### src/sv/cbm_pkg.sv
package cbm_pkg;

  localparam int unsigned ROM_ADDR_W = 23;
  localparam int unsigned RAM_ADDR_W = 17;
  localparam int unsigned RAM_SIZE_W = 18;
  localparam int unsigned BANK_W     = 9;
  localparam int unsigned RAM_BANK_W = 4;
  localparam int unsigned CFG_IDX_W  = 2;

  localparam logic OP_READ  = 1'b0;
  localparam logic OP_WRITE = 1'b1;

  localparam logic [CFG_IDX_W-1:0] CFG_MAPPER_KIND   = 2'd0;
  localparam logic [CFG_IDX_W-1:0] CFG_ROM_BANK_MASK = 2'd1;
  localparam logic [CFG_IDX_W-1:0] CFG_RAM_SIZE      = 2'd2;

  localparam logic [7:0] OPEN_BUS_BYTE = 8'hFF;

  typedef enum logic [1:0] {
    MAPPER_NONE = 2'd0,
    MAPPER_MBC1 = 2'd1,
    MAPPER_MBC3 = 2'd2,
    MAPPER_MBC5 = 2'd3
  } cbm_mapper_e;

  typedef enum logic [1:0] {
    ACCESS_NONE      = 2'd0,
    ACCESS_ROM_READ  = 2'd1,
    ACCESS_RAM_READ  = 2'd2,
    ACCESS_RAM_WRITE = 2'd3
  } cbm_access_e;

  typedef struct packed {
    cbm_mapper_e           mapper_kind;
    logic [BANK_W-1:0]     rom_bank_mask;
    logic [RAM_SIZE_W-1:0] ram_size_bytes;
  } cbm_cfg_t;

  typedef struct packed {
    logic                  ram_enabled;
    logic [BANK_W-1:0]     rom_bank_select;
    logic [RAM_BANK_W-1:0] ram_bank_select;
    logic                  banking_mode;
  } cbm_state_t;

  typedef struct packed {
    logic        opcode;
    logic [15:0] bus_address;
    logic [7:0]  write_data;
  } cbm_req_t;

  typedef struct packed {
    cbm_access_e           access_kind;
    logic [ROM_ADDR_W-1:0] rom_byte_address;
    logic [RAM_ADDR_W-1:0] ram_byte_address;
    logic [7:0]            open_bus_data;
  } cbm_rsp_t;

endpackage

### src/sv/cbm_req_if.sv
interface cbm_req_if;
  logic        valid;
  logic        ready;
  logic        opcode;
  logic [15:0] bus_address;
  logic [7:0]  write_data;

  modport source (output valid, opcode, bus_address, write_data, input ready);
  modport sink (input valid, opcode, bus_address, write_data, output ready);
endinterface

### src/sv/cbm_rsp_if.sv
interface cbm_rsp_if;
  logic                            valid;
  logic                            ready;
  logic [1:0]                      access_kind;
  logic [cbm_pkg::ROM_ADDR_W-1:0]  rom_byte_address;
  logic [cbm_pkg::RAM_ADDR_W-1:0]  ram_byte_address;
  logic [7:0]                      open_bus_data;

  modport source (output valid, access_kind, rom_byte_address, ram_byte_address,
                  open_bus_data, input ready);
  modport sink (input valid, access_kind, rom_byte_address, ram_byte_address,
                open_bus_data, output ready);
endinterface

### src/sv/cbm_cfg_if.sv
interface cbm_cfg_if;
  logic                            valid;
  logic                            ready;
  logic [cbm_pkg::CFG_IDX_W-1:0]   index;
  logic [cbm_pkg::RAM_SIZE_W-1:0]  data;

  modport source (output valid, index, data, input ready);
  modport sink (input valid, index, data, output ready);
endinterface

### src/sv/cbm_decode.sv
module cbm_decode #(
  parameter int unsigned ROM_ADDRESS_BITS = 23
) (
  input  cbm_pkg::cbm_cfg_t   cfg_i,
  input  cbm_pkg::cbm_state_t state_i,
  input  cbm_pkg::cbm_req_t   req_i,
  output cbm_pkg::cbm_state_t state_o,
  output cbm_pkg::cbm_rsp_t   rsp_o
);

  localparam logic [1:0] REGION_RAM_ENABLE = 2'd0;
  localparam logic [1:0] REGION_ROM_BANK   = 2'd1;
  localparam logic [1:0] REGION_RAM_BANK   = 2'd2;
  localparam logic [1:0] REGION_MODE       = 2'd3;

  localparam logic [cbm_pkg::ROM_ADDR_W-1:0] ROM_MASK =
    cbm_pkg::ROM_ADDR_W'((24'd1 << ROM_ADDRESS_BITS) - 24'd1);

  logic [cbm_pkg::BANK_W-1:0]     upper;
  logic [cbm_pkg::BANK_W-1:0]     bank;
  logic [cbm_pkg::RAM_ADDR_W-1:0] ram_off;
  logic                           ram_ok;
  logic [4:0]                     b5;
  logic [6:0]                     b7;
  logic [7:0]                     v;

  always_comb begin
    state_o = state_i;
    rsp_o = '0;
    rsp_o.access_kind = cbm_pkg::ACCESS_NONE;
    v = req_i.write_data;
    b5 = v[4:0];
    b7 = v[6:0];
    upper = {state_i.ram_bank_select, 5'b00000};
    bank = '0;
    ram_ok = 1'b0;
    if (state_i.banking_mode == 1'b0 && cfg_i.mapper_kind == cbm_pkg::MAPPER_MBC1) begin
      ram_off = {4'b0000, req_i.bus_address[12:0]};
    end else begin
      ram_off = {state_i.ram_bank_select, req_i.bus_address[12:0]};
    end

    if (!req_i.bus_address[15]) begin
      if (req_i.opcode == cbm_pkg::OP_WRITE) begin
        unique case (req_i.bus_address[14:13])
          REGION_RAM_ENABLE: begin
            state_o.ram_enabled = (v[3:0] == 4'hA);
          end
          REGION_ROM_BANK: begin
            case (cfg_i.mapper_kind)
              cbm_pkg::MAPPER_MBC1: begin
                state_o.rom_bank_select = {2'b00, state_i.rom_bank_select[6:5],
                                           (b5 == 5'd0) ? 5'd1 : b5};
              end
              cbm_pkg::MAPPER_MBC3: begin
                state_o.rom_bank_select = {2'b00, (b7 == 7'd0) ? 7'd1 : b7};
              end
              cbm_pkg::MAPPER_MBC5: begin
                // low byte at 0x2000-0x2fff, bit 8 at 0x3000-0x3fff
                if (req_i.bus_address[12]) begin
                  state_o.rom_bank_select = {v[0], state_i.rom_bank_select[7:0]};
                end else begin
                  state_o.rom_bank_select = {state_i.rom_bank_select[8], v};
                end
              end
              default: ;
            endcase
          end
          REGION_RAM_BANK: begin
            case (cfg_i.mapper_kind)
              cbm_pkg::MAPPER_MBC1: state_o.ram_bank_select = {2'b00, v[1:0]};
              cbm_pkg::MAPPER_MBC3,
              cbm_pkg::MAPPER_MBC5: state_o.ram_bank_select = v[3:0];
              default: ;
            endcase
          end
          REGION_MODE: begin
            if (cfg_i.mapper_kind == cbm_pkg::MAPPER_MBC1) begin
              state_o.banking_mode = v[0];
            end
          end
          default: ;
        endcase
      end else begin
        if (!req_i.bus_address[14]) begin
          if (cfg_i.mapper_kind == cbm_pkg::MAPPER_MBC1 && state_i.banking_mode) begin
            bank = upper & cfg_i.rom_bank_mask;
          end
        end else if (cfg_i.mapper_kind == cbm_pkg::MAPPER_MBC1) begin
          bank = (upper | {4'b0000, state_i.rom_bank_select[4:0]}) & cfg_i.rom_bank_mask;
        end else begin
          bank = state_i.rom_bank_select & cfg_i.rom_bank_mask;
        end
        rsp_o.access_kind = cbm_pkg::ACCESS_ROM_READ;
        rsp_o.rom_byte_address = {bank, req_i.bus_address[13:0]} & ROM_MASK;
      end
    end else begin
      ram_ok = state_i.ram_enabled && (cfg_i.ram_size_bytes != '0);
      // mbc3 rtc register selected: writes go nowhere
      if (req_i.opcode == cbm_pkg::OP_WRITE && cfg_i.mapper_kind == cbm_pkg::MAPPER_MBC3 &&
          state_i.ram_bank_select[3]) begin
        ram_ok = 1'b0;
      end
      if (ram_ok && ({1'b0, ram_off} < cfg_i.ram_size_bytes)) begin
        rsp_o.access_kind = (req_i.opcode == cbm_pkg::OP_WRITE) ?
                            cbm_pkg::ACCESS_RAM_WRITE : cbm_pkg::ACCESS_RAM_READ;
        rsp_o.ram_byte_address = ram_off;
      end else if (req_i.opcode == cbm_pkg::OP_READ) begin
        rsp_o.open_bus_data = cbm_pkg::OPEN_BUS_BYTE;
      end
    end
  end

endmodule

### src/sv/cartridge_bank_mapper.sv
// pipeline: an input stage, then a result stage, between request accept and result valid
// throughput: one request per cycle unless the output stalls; the input stage doubles
// as a skid slot so one more request is taken while a result waits on the output
// reset (async, active low) clears valid flags, sets bank state to ram disabled,
// rom bank 1, ram bank 0, mode 0, and config registers to mapper none,
// rom bank mask 1, ram size 0; config writes are never stalled
module cartridge_bank_mapper #(
  parameter int unsigned ROM_ADDRESS_BITS = 23
) (
  input logic      clk_i,
  input logic      rst_ni,
  cbm_req_if.sink   req_i,
  cbm_rsp_if.source rsp_o,
  cbm_cfg_if.sink   cfg_i
);

  localparam logic [cbm_pkg::ROM_ADDR_W-1:0] ROM_MASK =
    cbm_pkg::ROM_ADDR_W'((24'd1 << ROM_ADDRESS_BITS) - 24'd1);

  cbm_pkg::cbm_cfg_t   cfg_q;
  cbm_pkg::cbm_state_t state_q;
  cbm_pkg::cbm_state_t state_d;
  cbm_pkg::cbm_req_t   s1_q;
  cbm_pkg::cbm_rsp_t   rsp_d;
  cbm_pkg::cbm_rsp_t   out_q;
  logic                s1_valid_q;
  logic                out_valid_q;
  logic                advance;
  logic                req_fire;

  assign cfg_i.ready = 1'b1;

  always_ff @(posedge clk_i or negedge rst_ni) begin
    if (!rst_ni) begin
      cfg_q.mapper_kind    <= cbm_pkg::MAPPER_NONE;
      cfg_q.rom_bank_mask  <= 9'd1;
      cfg_q.ram_size_bytes <= '0;
    end else if (cfg_i.valid) begin
      unique case (cfg_i.index)
        cbm_pkg::CFG_MAPPER_KIND:
          cfg_q.mapper_kind <= cbm_pkg::cbm_mapper_e'(cfg_i.data[1:0]);
        cbm_pkg::CFG_ROM_BANK_MASK:
          cfg_q.rom_bank_mask <= cfg_i.data[cbm_pkg::BANK_W-1:0];
        cbm_pkg::CFG_RAM_SIZE:
          cfg_q.ram_size_bytes <= cfg_i.data;
        default: ;
      endcase
    end
  end

  assign advance     = s1_valid_q && (!out_valid_q || rsp_o.ready);
  assign req_i.ready = !s1_valid_q || advance;
  assign req_fire    = req_i.valid && req_i.ready;

  cbm_decode #(
    .ROM_ADDRESS_BITS(ROM_ADDRESS_BITS)
  ) u_decode (
    .cfg_i   (cfg_q),
    .state_i (state_q),
    .req_i   (s1_q),
    .state_o (state_d),
    .rsp_o   (rsp_d)
  );

  always_ff @(posedge clk_i or negedge rst_ni) begin
    if (!rst_ni) begin
      s1_valid_q              <= 1'b0;
      out_valid_q             <= 1'b0;
      state_q.ram_enabled     <= 1'b0;
      state_q.rom_bank_select <= 9'd1;
      state_q.ram_bank_select <= '0;
      state_q.banking_mode    <= 1'b0;
    end else begin
      if (req_fire) begin
        s1_valid_q <= 1'b1;
      end else if (advance) begin
        s1_valid_q <= 1'b0;
      end
      if (advance) begin
        out_valid_q <= 1'b1;
        state_q     <= state_d;
      end else if (rsp_o.ready) begin
        out_valid_q <= 1'b0;
      end
    end
  end

  always_ff @(posedge clk_i) begin
    if (req_fire) begin
      s1_q.opcode      <= req_i.opcode;
      s1_q.bus_address <= req_i.bus_address;
      s1_q.write_data  <= req_i.write_data;
    end
    if (advance) begin
      out_q <= rsp_d;
    end
  end

  assign rsp_o.valid            = out_valid_q;
  assign rsp_o.access_kind      = out_q.access_kind;
  assign rsp_o.rom_byte_address = out_q.rom_byte_address;
  assign rsp_o.ram_byte_address = out_q.ram_byte_address;
  assign rsp_o.open_bus_data    = out_q.open_bus_data;

`ifndef SYNTHESIS
  a_open_bus_only_on_none: assert property (@(posedge clk_i) disable iff (!rst_ni)
    rsp_o.valid && rsp_o.access_kind != cbm_pkg::ACCESS_NONE |-> rsp_o.open_bus_data == 8'h00)
    else $error("open bus data on a mapped access");
  a_none_has_no_address: assert property (@(posedge clk_i) disable iff (!rst_ni)
    rsp_o.valid && rsp_o.access_kind == cbm_pkg::ACCESS_NONE |->
    rsp_o.rom_byte_address == '0 && rsp_o.ram_byte_address == '0)
    else $error("address driven on an unmapped access");
  a_rom_within_limit: assert property (@(posedge clk_i) disable iff (!rst_ni)
    rsp_o.valid |-> (rsp_o.rom_byte_address & ~ROM_MASK) == '0)
    else $error("rom address beyond rom address bits");
  a_request_lands: assert property (@(posedge clk_i) disable iff (!rst_ni)
    req_fire |=> s1_valid_q)
    else $error("accepted request lost");
  a_stalled_stage_holds: assert property (@(posedge clk_i) disable iff (!rst_ni)
    s1_valid_q && out_valid_q && !rsp_o.ready |=> s1_valid_q && out_valid_q)
    else $error("pipeline stage dropped while output stalled");
`endif

endmodule

### src/flat_wrapper.sv
// flat-port wrapper written by rule: the top's interface ports become plain ports
module cartridge_bank_mapper_flat 
#(
  parameter int unsigned ROM_ADDRESS_BITS = 23
)
  (clk_i, rst_ni, req_i_valid, req_i_opcode, req_i_bus_address, req_i_write_data, req_i_ready, rsp_o_valid, rsp_o_access_kind, rsp_o_rom_byte_address, rsp_o_ram_byte_address, rsp_o_open_bus_data, rsp_o_ready, cfg_i_valid, cfg_i_index, cfg_i_data, cfg_i_ready);
  cbm_req_if req_i_i ();
  cbm_rsp_if rsp_o_i ();
  cbm_cfg_if cfg_i_i ();
  input logic clk_i;
  input logic rst_ni;
  input wire logic [$bits(req_i_i.valid)-1:0] req_i_valid;
  input wire logic [$bits(req_i_i.opcode)-1:0] req_i_opcode;
  input wire logic [$bits(req_i_i.bus_address)-1:0] req_i_bus_address;
  input wire logic [$bits(req_i_i.write_data)-1:0] req_i_write_data;
  output wire logic [$bits(req_i_i.ready)-1:0] req_i_ready;
  output wire logic [$bits(rsp_o_i.valid)-1:0] rsp_o_valid;
  output wire logic [$bits(rsp_o_i.access_kind)-1:0] rsp_o_access_kind;
  output wire logic [$bits(rsp_o_i.rom_byte_address)-1:0] rsp_o_rom_byte_address;
  output wire logic [$bits(rsp_o_i.ram_byte_address)-1:0] rsp_o_ram_byte_address;
  output wire logic [$bits(rsp_o_i.open_bus_data)-1:0] rsp_o_open_bus_data;
  input wire logic [$bits(rsp_o_i.ready)-1:0] rsp_o_ready;
  input wire logic [$bits(cfg_i_i.valid)-1:0] cfg_i_valid;
  input wire logic [$bits(cfg_i_i.index)-1:0] cfg_i_index;
  input wire logic [$bits(cfg_i_i.data)-1:0] cfg_i_data;
  output wire logic [$bits(cfg_i_i.ready)-1:0] cfg_i_ready;
  assign req_i_i.valid = req_i_valid;
  assign req_i_i.opcode = req_i_opcode;
  assign req_i_i.bus_address = req_i_bus_address;
  assign req_i_i.write_data = req_i_write_data;
  assign req_i_ready = req_i_i.ready;
  assign rsp_o_valid = rsp_o_i.valid;
  assign rsp_o_access_kind = rsp_o_i.access_kind;
  assign rsp_o_rom_byte_address = rsp_o_i.rom_byte_address;
  assign rsp_o_ram_byte_address = rsp_o_i.ram_byte_address;
  assign rsp_o_open_bus_data = rsp_o_i.open_bus_data;
  assign rsp_o_i.ready = rsp_o_ready;
  assign cfg_i_i.valid = cfg_i_valid;
  assign cfg_i_i.index = cfg_i_index;
  assign cfg_i_i.data = cfg_i_data;
  assign cfg_i_ready = cfg_i_i.ready;
  cartridge_bank_mapper #(.ROM_ADDRESS_BITS(ROM_ADDRESS_BITS)) u_core (.clk_i(clk_i), .rst_ni(rst_ni), .req_i(req_i_i), .rsp_o(rsp_o_i), .cfg_i(cfg_i_i));
endmodule
### config.mk
export PLATFORM = sky130hd
export DESIGN_NAME = cartridge_bank_mapper_flat
export DESIGN_NICKNAME = d
export VERILOG_FILES = /design/src/sv/cbm_pkg.sv /design/src/sv/cbm_req_if.sv /design/src/sv/cbm_rsp_if.sv /design/src/sv/cbm_cfg_if.sv /design/src/sv/cbm_decode.sv /design/src/sv/cartridge_bank_mapper.sv /design/src/flat_wrapper.sv
export SDC_FILE = /design/constraint.sdc
export NUM_CORES = 1
export LEC_CHECK = 0
export BUFFER_PORTS_ARGS = -buffer_cell sky130_fd_sc_hd__buf_2
export CORE_MARGIN = 5
export CORE_UTILIZATION = 59
export CTS_BUF_LIST = sky130_fd_sc_hd__clkbuf_16
export CTS_CLUSTER_DIAMETER = 200
export DETAILED_ROUTE_END_ITERATION = 12
export GPL_TIMING_DRIVEN = 0
export HOLD_SLACK_MARGIN = 0.02
export PLACE_DENSITY_LB_ADDON = 0.15
export SLEW_MARGIN = 10
export SYNTH_ARGS = -nofsm -noshare
export SYNTH_HDL_FRONTEND = slang
export SYNTH_SLANG_ARGS = --single-unit
### constraint.sdc
create_clock -name clk_i -period 4.3 [get_ports clk_i]
set_clock_uncertainty 0.1 [all_clocks]
set_input_delay 0.86 -clock clk_i [delete_from_list [all_inputs] [get_ports clk_i]]
set_output_delay 0.86 -clock clk_i [all_outputs]
set_load 0.01 [all_outputs]
Yosys cells after proc, flatten, opt, wreduce, memory -nomap -nowiden
Index checks and enable logic that the tools add are counted.

Input port bits: 50. Word-level logic and storage cells: 92. Output and inout bits: 53. Register bits after elaboration: 121.

Multiplexer cells: 20. Bitwise gates (word level): 7. Reduce and logical (&&, ||, !) cells: 35. Equality and inequality tests: 11. Order comparisons: 1.

Operator list (number): $mux W9 (4); $and A9 B9 Y9 (3); $pmux W9 S3 (1); $mux W24 (1); $lt A17 B18 Y1 (1); $reduce_bool A18 Y1 (1); $mux W17 (1); $reduce_and A6 Y1 (2); $eq A2 B2 Y1 const B (5); $reduce_and A5 Y1 (2); $or A9 B5 Y9 (1); $logic_and A1 B1 Y1 (8); $mux W8 (1); $pmux W4 S2 (1); $reduce_and A2 Y1 (4); $reduce_bool A2 Y1 (4); $logic_not A7 Y1 (1); $mux W1 (7); $mux W7 (1); $reduce_and A7 Y1 (1); $eq A2 B1 Y1 const B (3); $reduce_or A2 Y1 (3); $logic_not A5 Y1 (1); $mux W5 (1); other kinds (10) (16).

Longest topological paths before layout
Depth after elaboration: 8. Depth in mapped cells: 12. Mapped depth without buffers: 11.

By module
From an unflattened synthesis, not the netlist that was laid out.

Cells, all modules: 384. Area total of the unflattened synthesis: 5410.2 um2.

Modules (own cells, without submodules): cartridge_bank_mapper (seq. area each 3405.8 um2, times used 1, area each 4056.4 um2, cells an instance 179); cbm_decode (seq. area each 0.0 um2, times used 1, area each 1353.8 um2, cells an instance 205).

Least setup slack after synthesis
OpenSTA, ideal clock, no wires.

Path type: input-to-reg. From: input port rsp_o_ready. To: register u_core.out_q, in the netlist u_core.rsp_o.access_kind[0] (enable). Setup slack: 1.694 ns. Stages: 2. Arrival time: 2.101 ns. Data required time: 3.795 ns. Path through: nand2b_1 and2_1.

Cells in the longest elaborated chain, start to end: 2.

RTL lines: start: declaration (line flat_wrapper.sv:22) `input wire logic [$bits(rsp_o_i.ready)-1:0] rsp_o_ready;`; $logic_or A1 B1 Y1 (line cartridge_bank_mapper.sv:51) `assign advance = s1_valid_q && (!out_valid_q || rsp_o.ready);`; $logic_and A1 B1 Y1 (line cartridge_bank_mapper.sv:51); named net u_core.advance (line cartridge_bank_mapper.sv:28) `logic advance;`; end signal: assignment (line cartridge_bank_mapper.sv:95) `out_q <= rsp_d;`; end: declaration (line cartridge_bank_mapper.sv:25) `cbm_pkg::cbm_rsp_t out_q;`.

The timed path passes the listed nets, and every way through them passes these cells. A chain may end at the register's enable or synchronous reset.

Final worst setup path
From: register u_core.cfg_q[28] in the netlist's numbering. To: register u_core.out_q, in the netlist u_core.rsp_o.ram_byte_address[9] (data pin).

Elaborated cells between the ends (all ways): 11.

RTL lines: start: declaration (line cartridge_bank_mapper.sv:20) `cbm_pkg::cbm_cfg_t cfg_q;`; $eq A2 B1 Y1 (line cbm_decode.sv:37) `if (state_i.banking_mode == 1'b0 && cfg_i.mapper_kind == cbm_pkg::MAPPER_MBC1) begin`; $logic_and A1 B1 Y1 (line cbm_decode.sv:37); $mux W17 (line cbm_decode.sv:37); named net u_core.u_decode.ram_off (one bit) (line cbm_decode.sv:21) `logic [cbm_pkg::RAM_ADDR_W-1:0] ram_off;`; $lt A17 B18 Y1 (line cbm_decode.sv:104) `if (ram_ok && ({1'b0, ram_off} < cfg_i.ram_size_bytes)) begin`; $logic_and A1 B1 Y1 (line cbm_decode.sv:104); $reduce_and A2 Y1 (no source line).

The timed path passes the listed nets, and every way through them passes these cells. The select of a mux whose other input is x is not followed.

==> impl_results.md <==
- Post-synth top area share: 0.409
- Via count: 3240
- Final Routed Wirelength: about 11 mm
- Startpoint types: flip-flop
- Port bufs: 101
- Inst Count DP: between 500 and 600
- Largest area contributor in the netlist: edfxtp_1
- Min-delay src: u_core.state_q[14]$_DFFE_PN0P_
- Yosys Warn Count: 0
- Vias in the first global route: between 3000 and 4000
- Area contributors post-synth: edfxtp_1, dfrtp_1, ha_1
- Largest net degree at the start of global routing: 47
- Reg-to-reg critical path startpoint: u_core.cfg_q[28]$_DFFE_PN0P_
- # resized after CTS: 0
- Cts bufs inserted: 17
- H-tree Lvls: 4
- Maximum vdd drop: approximately 0.0004 V
- # rows: 33
- Status: completed
- RR Endpoint: u_core.rsp_o.ram_byte_address[9]$_SDFFCE_PN0P_
- Initial antenna violation count: 0
- Syn nets: 433
- Gp weighted congestion: roughly 0.83
- Post-synth EDFFs: 68
- Syn_area_per_cell: 13.8 µm²
- WL/cell: around 18 µm
- Crit Path Category: reg2reg
- Avg Vias per Cell: 5.38
- Gate count after technology mapping: 363
- Initial Util: 0.608
- DRT Pass-1 Iters: 6
- Leakage: 2.83 nW
- Setup TNS: 0 ns
- Synthesized flop and latch total: 114
- Die Wd: 102 µm
- Worst setup path start: u_core.cfg_q[28]$_DFFE_PN0P_
- Reg-to-reg slack, setup: between 1.5 and 2 ns
- Grt total ovfl: 0
- Final number of hold-violating endpoints: 0
- Clk_lat worst skew: 0.41 ns
- Sequential area share after synthesis: 0.640
- CTS Hold Bufs: 0
- Clock transition at the registers of the reported paths: around 0.050 ns
- WHS Path Cells: 1
- Die ar.: 10400 µm²
- DRC: 0
- Global-route wire length before repair: 17.4 mm
- Max Cap Viol: 0
- Cell Count, Final, Fillers Out: 602
- Relative slew slack: 0.212
- Cells on worst reg2reg path: 11
- Tmin final: 2.80 ns
- Slew at the pin closest to its max-slew limit: 1.18 ns
- RSZ-0062 raised after global routing: no
- Critical path data required time: around 4.3 ns
- Post-CTS Setup Bufs: 0
- CTS tree: yes
- P&R area growth vs syn: 24.6%
- CP max FO: 10
- Mapped Area: 5000 µm²
- Antenna fix cells: 0
- Worst Setup End Kind: flip-flop
- Routed Antenna Nets: 0
- Setup-failing EPs final: 0
- Core Box Area: between 8000 and 9000 µm²
- Hold crit path type: reg2reg
- Detailed Place HPWL: 7.77 mm
- Post-synth ARST share: 0.404
- I/O pins: 103
- Layout cells sized above 1: 0.364
- Hold EP: u_core.state_q[14]$_DFFE_PN0P_
- Die Y: approximately 100 µm
- Clk buf depth: 2
- Top FF cell, synth: edfxtp_1
- P per Cell Area: 517 nW/µm²
- Root Driver: clkbuf_16
- Final period util: 0.651
- GRT Util Overall: 0.225
- Detailed router's first-iteration violation count: roughly 150
- Yosys cell types: 50
- CP arrival: 2.84 ns
- Clock Sinks: 114
- Max Slew Vio Count: 0
- Layout Nets: approximately 550
- Maximum clock frequency: roughly 360 MHz
-- power breakdown --
group / switching, mW / leakage, nW / internal [mW]
sequential: 0.102 / 1.22 / 1.32
combinational: 0.236 / 1.34 / 0.225
clock: 0.489 / 0.270 / 0.845
-- cell usage after synthesis, drive strengths merged (3+ instances only) --
| cell | instances |
|---|---|
| inv | 29 |
| buf | 12 |
| o21bai | 3 |
| a21oi | 7 |
| mux2 | 39 |
| and2 | 17 |
| nor2 | 18 |
| a22o | 3 |
| nand2b | 6 |
| nor3b | 3 |
| o21ai | 10 |
| dfrtp | 44 |
| edfxtp | 68 |
| nand4 | 3 |
| nand2 | 25 |
| nor2b | 5 |
| ha | 20 |
| nand3b | 5 |
| and3 | 10 |
| nor3 | 6 |
| a21o | 4 |
| nor4 | 4 |
-- worst max path at each step --
stage | slack [ns] | endpoint
6_report | 1.50 | u_core.rsp_o.ram_byte_address[9]$_SDFFCE_PN0P_
5_1_grt | 1.32 | u_core.rsp_o.open_bus_data[6]$_SDFFCE_PP0P_
4_1_cts | 1.51 | u_core.rsp_o.ram_byte_address[0]$_SDFFCE_PN0P_
3_5_place_dp | 1.58 | u_core.rsp_o.ram_byte_address[12]$_SDFFCE_PN0P_
3_3_place_gp | 1.28 | u_core.rsp_o.rom_byte_address[3]$_SDFFCE_PP0P_
2_1_floorplan | 1.69 | u_core.rsp_o.access_kind[0]$_DFFE_PP_
-- cells by family (layout without fill, tap and decap cells) --
kind of cell / Yosys count / in the layout / synth area share
AO/OA/AOI/OAI: 35 / 35 / 0.0463
adder cells (fa/ha/maj): 20 / 20 / 0.0501
buffers and inverters: 43 / 177 / 0.0408
flip-flops: 114 / 114 / 0.640
multiplexers: 41 / 41 / 0.0957
other: 1 / 1 / 0.000751
AND/OR/NAND/NOR: 109 / 109 / 0.127
-- layout by cell type, fill, tap and decap left out, types with 7 or more instances in the layout --
cell type    n
inv_1       29
ha_1        20
a21oi_1      7
nor2_1      18
buf_2      104
nand2_1     25
dfrtp_1     44
and2_1      16
buf_4        9
mux2_2      22
mux2_1      12
edfxtp_1    68
and3_1      10
clkbuf_16   17
-- metrics by stage --
stage                      util  power (mW)  instance area (µm²)  worst slack, ns  hold slack, ns
final                     0.758        3.22                 6220             1.50           0.392
after global routing      0.758        3.36                 6220             1.32           0.427
after CTS                 0.758        3.24                 6220             1.51           0.391
after detailed placement  0.688        1.90                 5650             1.58           0.380
after global placement    0.686        1.86                 5630             1.28           0.374
after floorplan               -        1.72                 5000             1.69           0.358
-- cell type report --
type,instances,area [µm²]
flip-flops and latches,114,3200
repair buffers,102,526
inverters,29,114
clock inverters,15,145
well taps,105,131
clock buffers,17,425
plain buffers,14,90.1
multi-input cells,206,1600
fillers,520,1990
-- registers in the layout, indices dropped and copies added (netlist names) --
name                           flops
u_core.rsp_o.rom_byte_address     23
u_core.rsp_o.access_kind           2
u_core.rsp_o.open_bus_data         1
u_core.cfg_q                      29
u_core.s1_valid_q                  1
u_core.rsp_o.valid                 1
u_core.state_q                    15
u_core.rsp_o.ram_byte_address     17
u_core.s1_q                       25
-- metal layers --
layer	vias to the layer above	track usage	share of wire
met5	-	0	0
met4	0	0.0797	0.016
met3	17	0.0526	0.058
met2	95	0.408	0.53
met1	1593	0.261	0.39
li1	1535	-	-
-- worst max-delay path, stage by stage, from the launching register on --
cell       delay [ns]
dfrtp_1          0.40
inv_1            0.11
ha_1             0.29
nand2b_1         0.14
nand2_1          0.13
inv_1            0.07
ha_1             0.31
nand4_1          0.12
a211o_1          0.28
o2111ai_1        0.23
buf_2            0.27
nor2_1           0.08
Power figures use the tool's default switching activity.
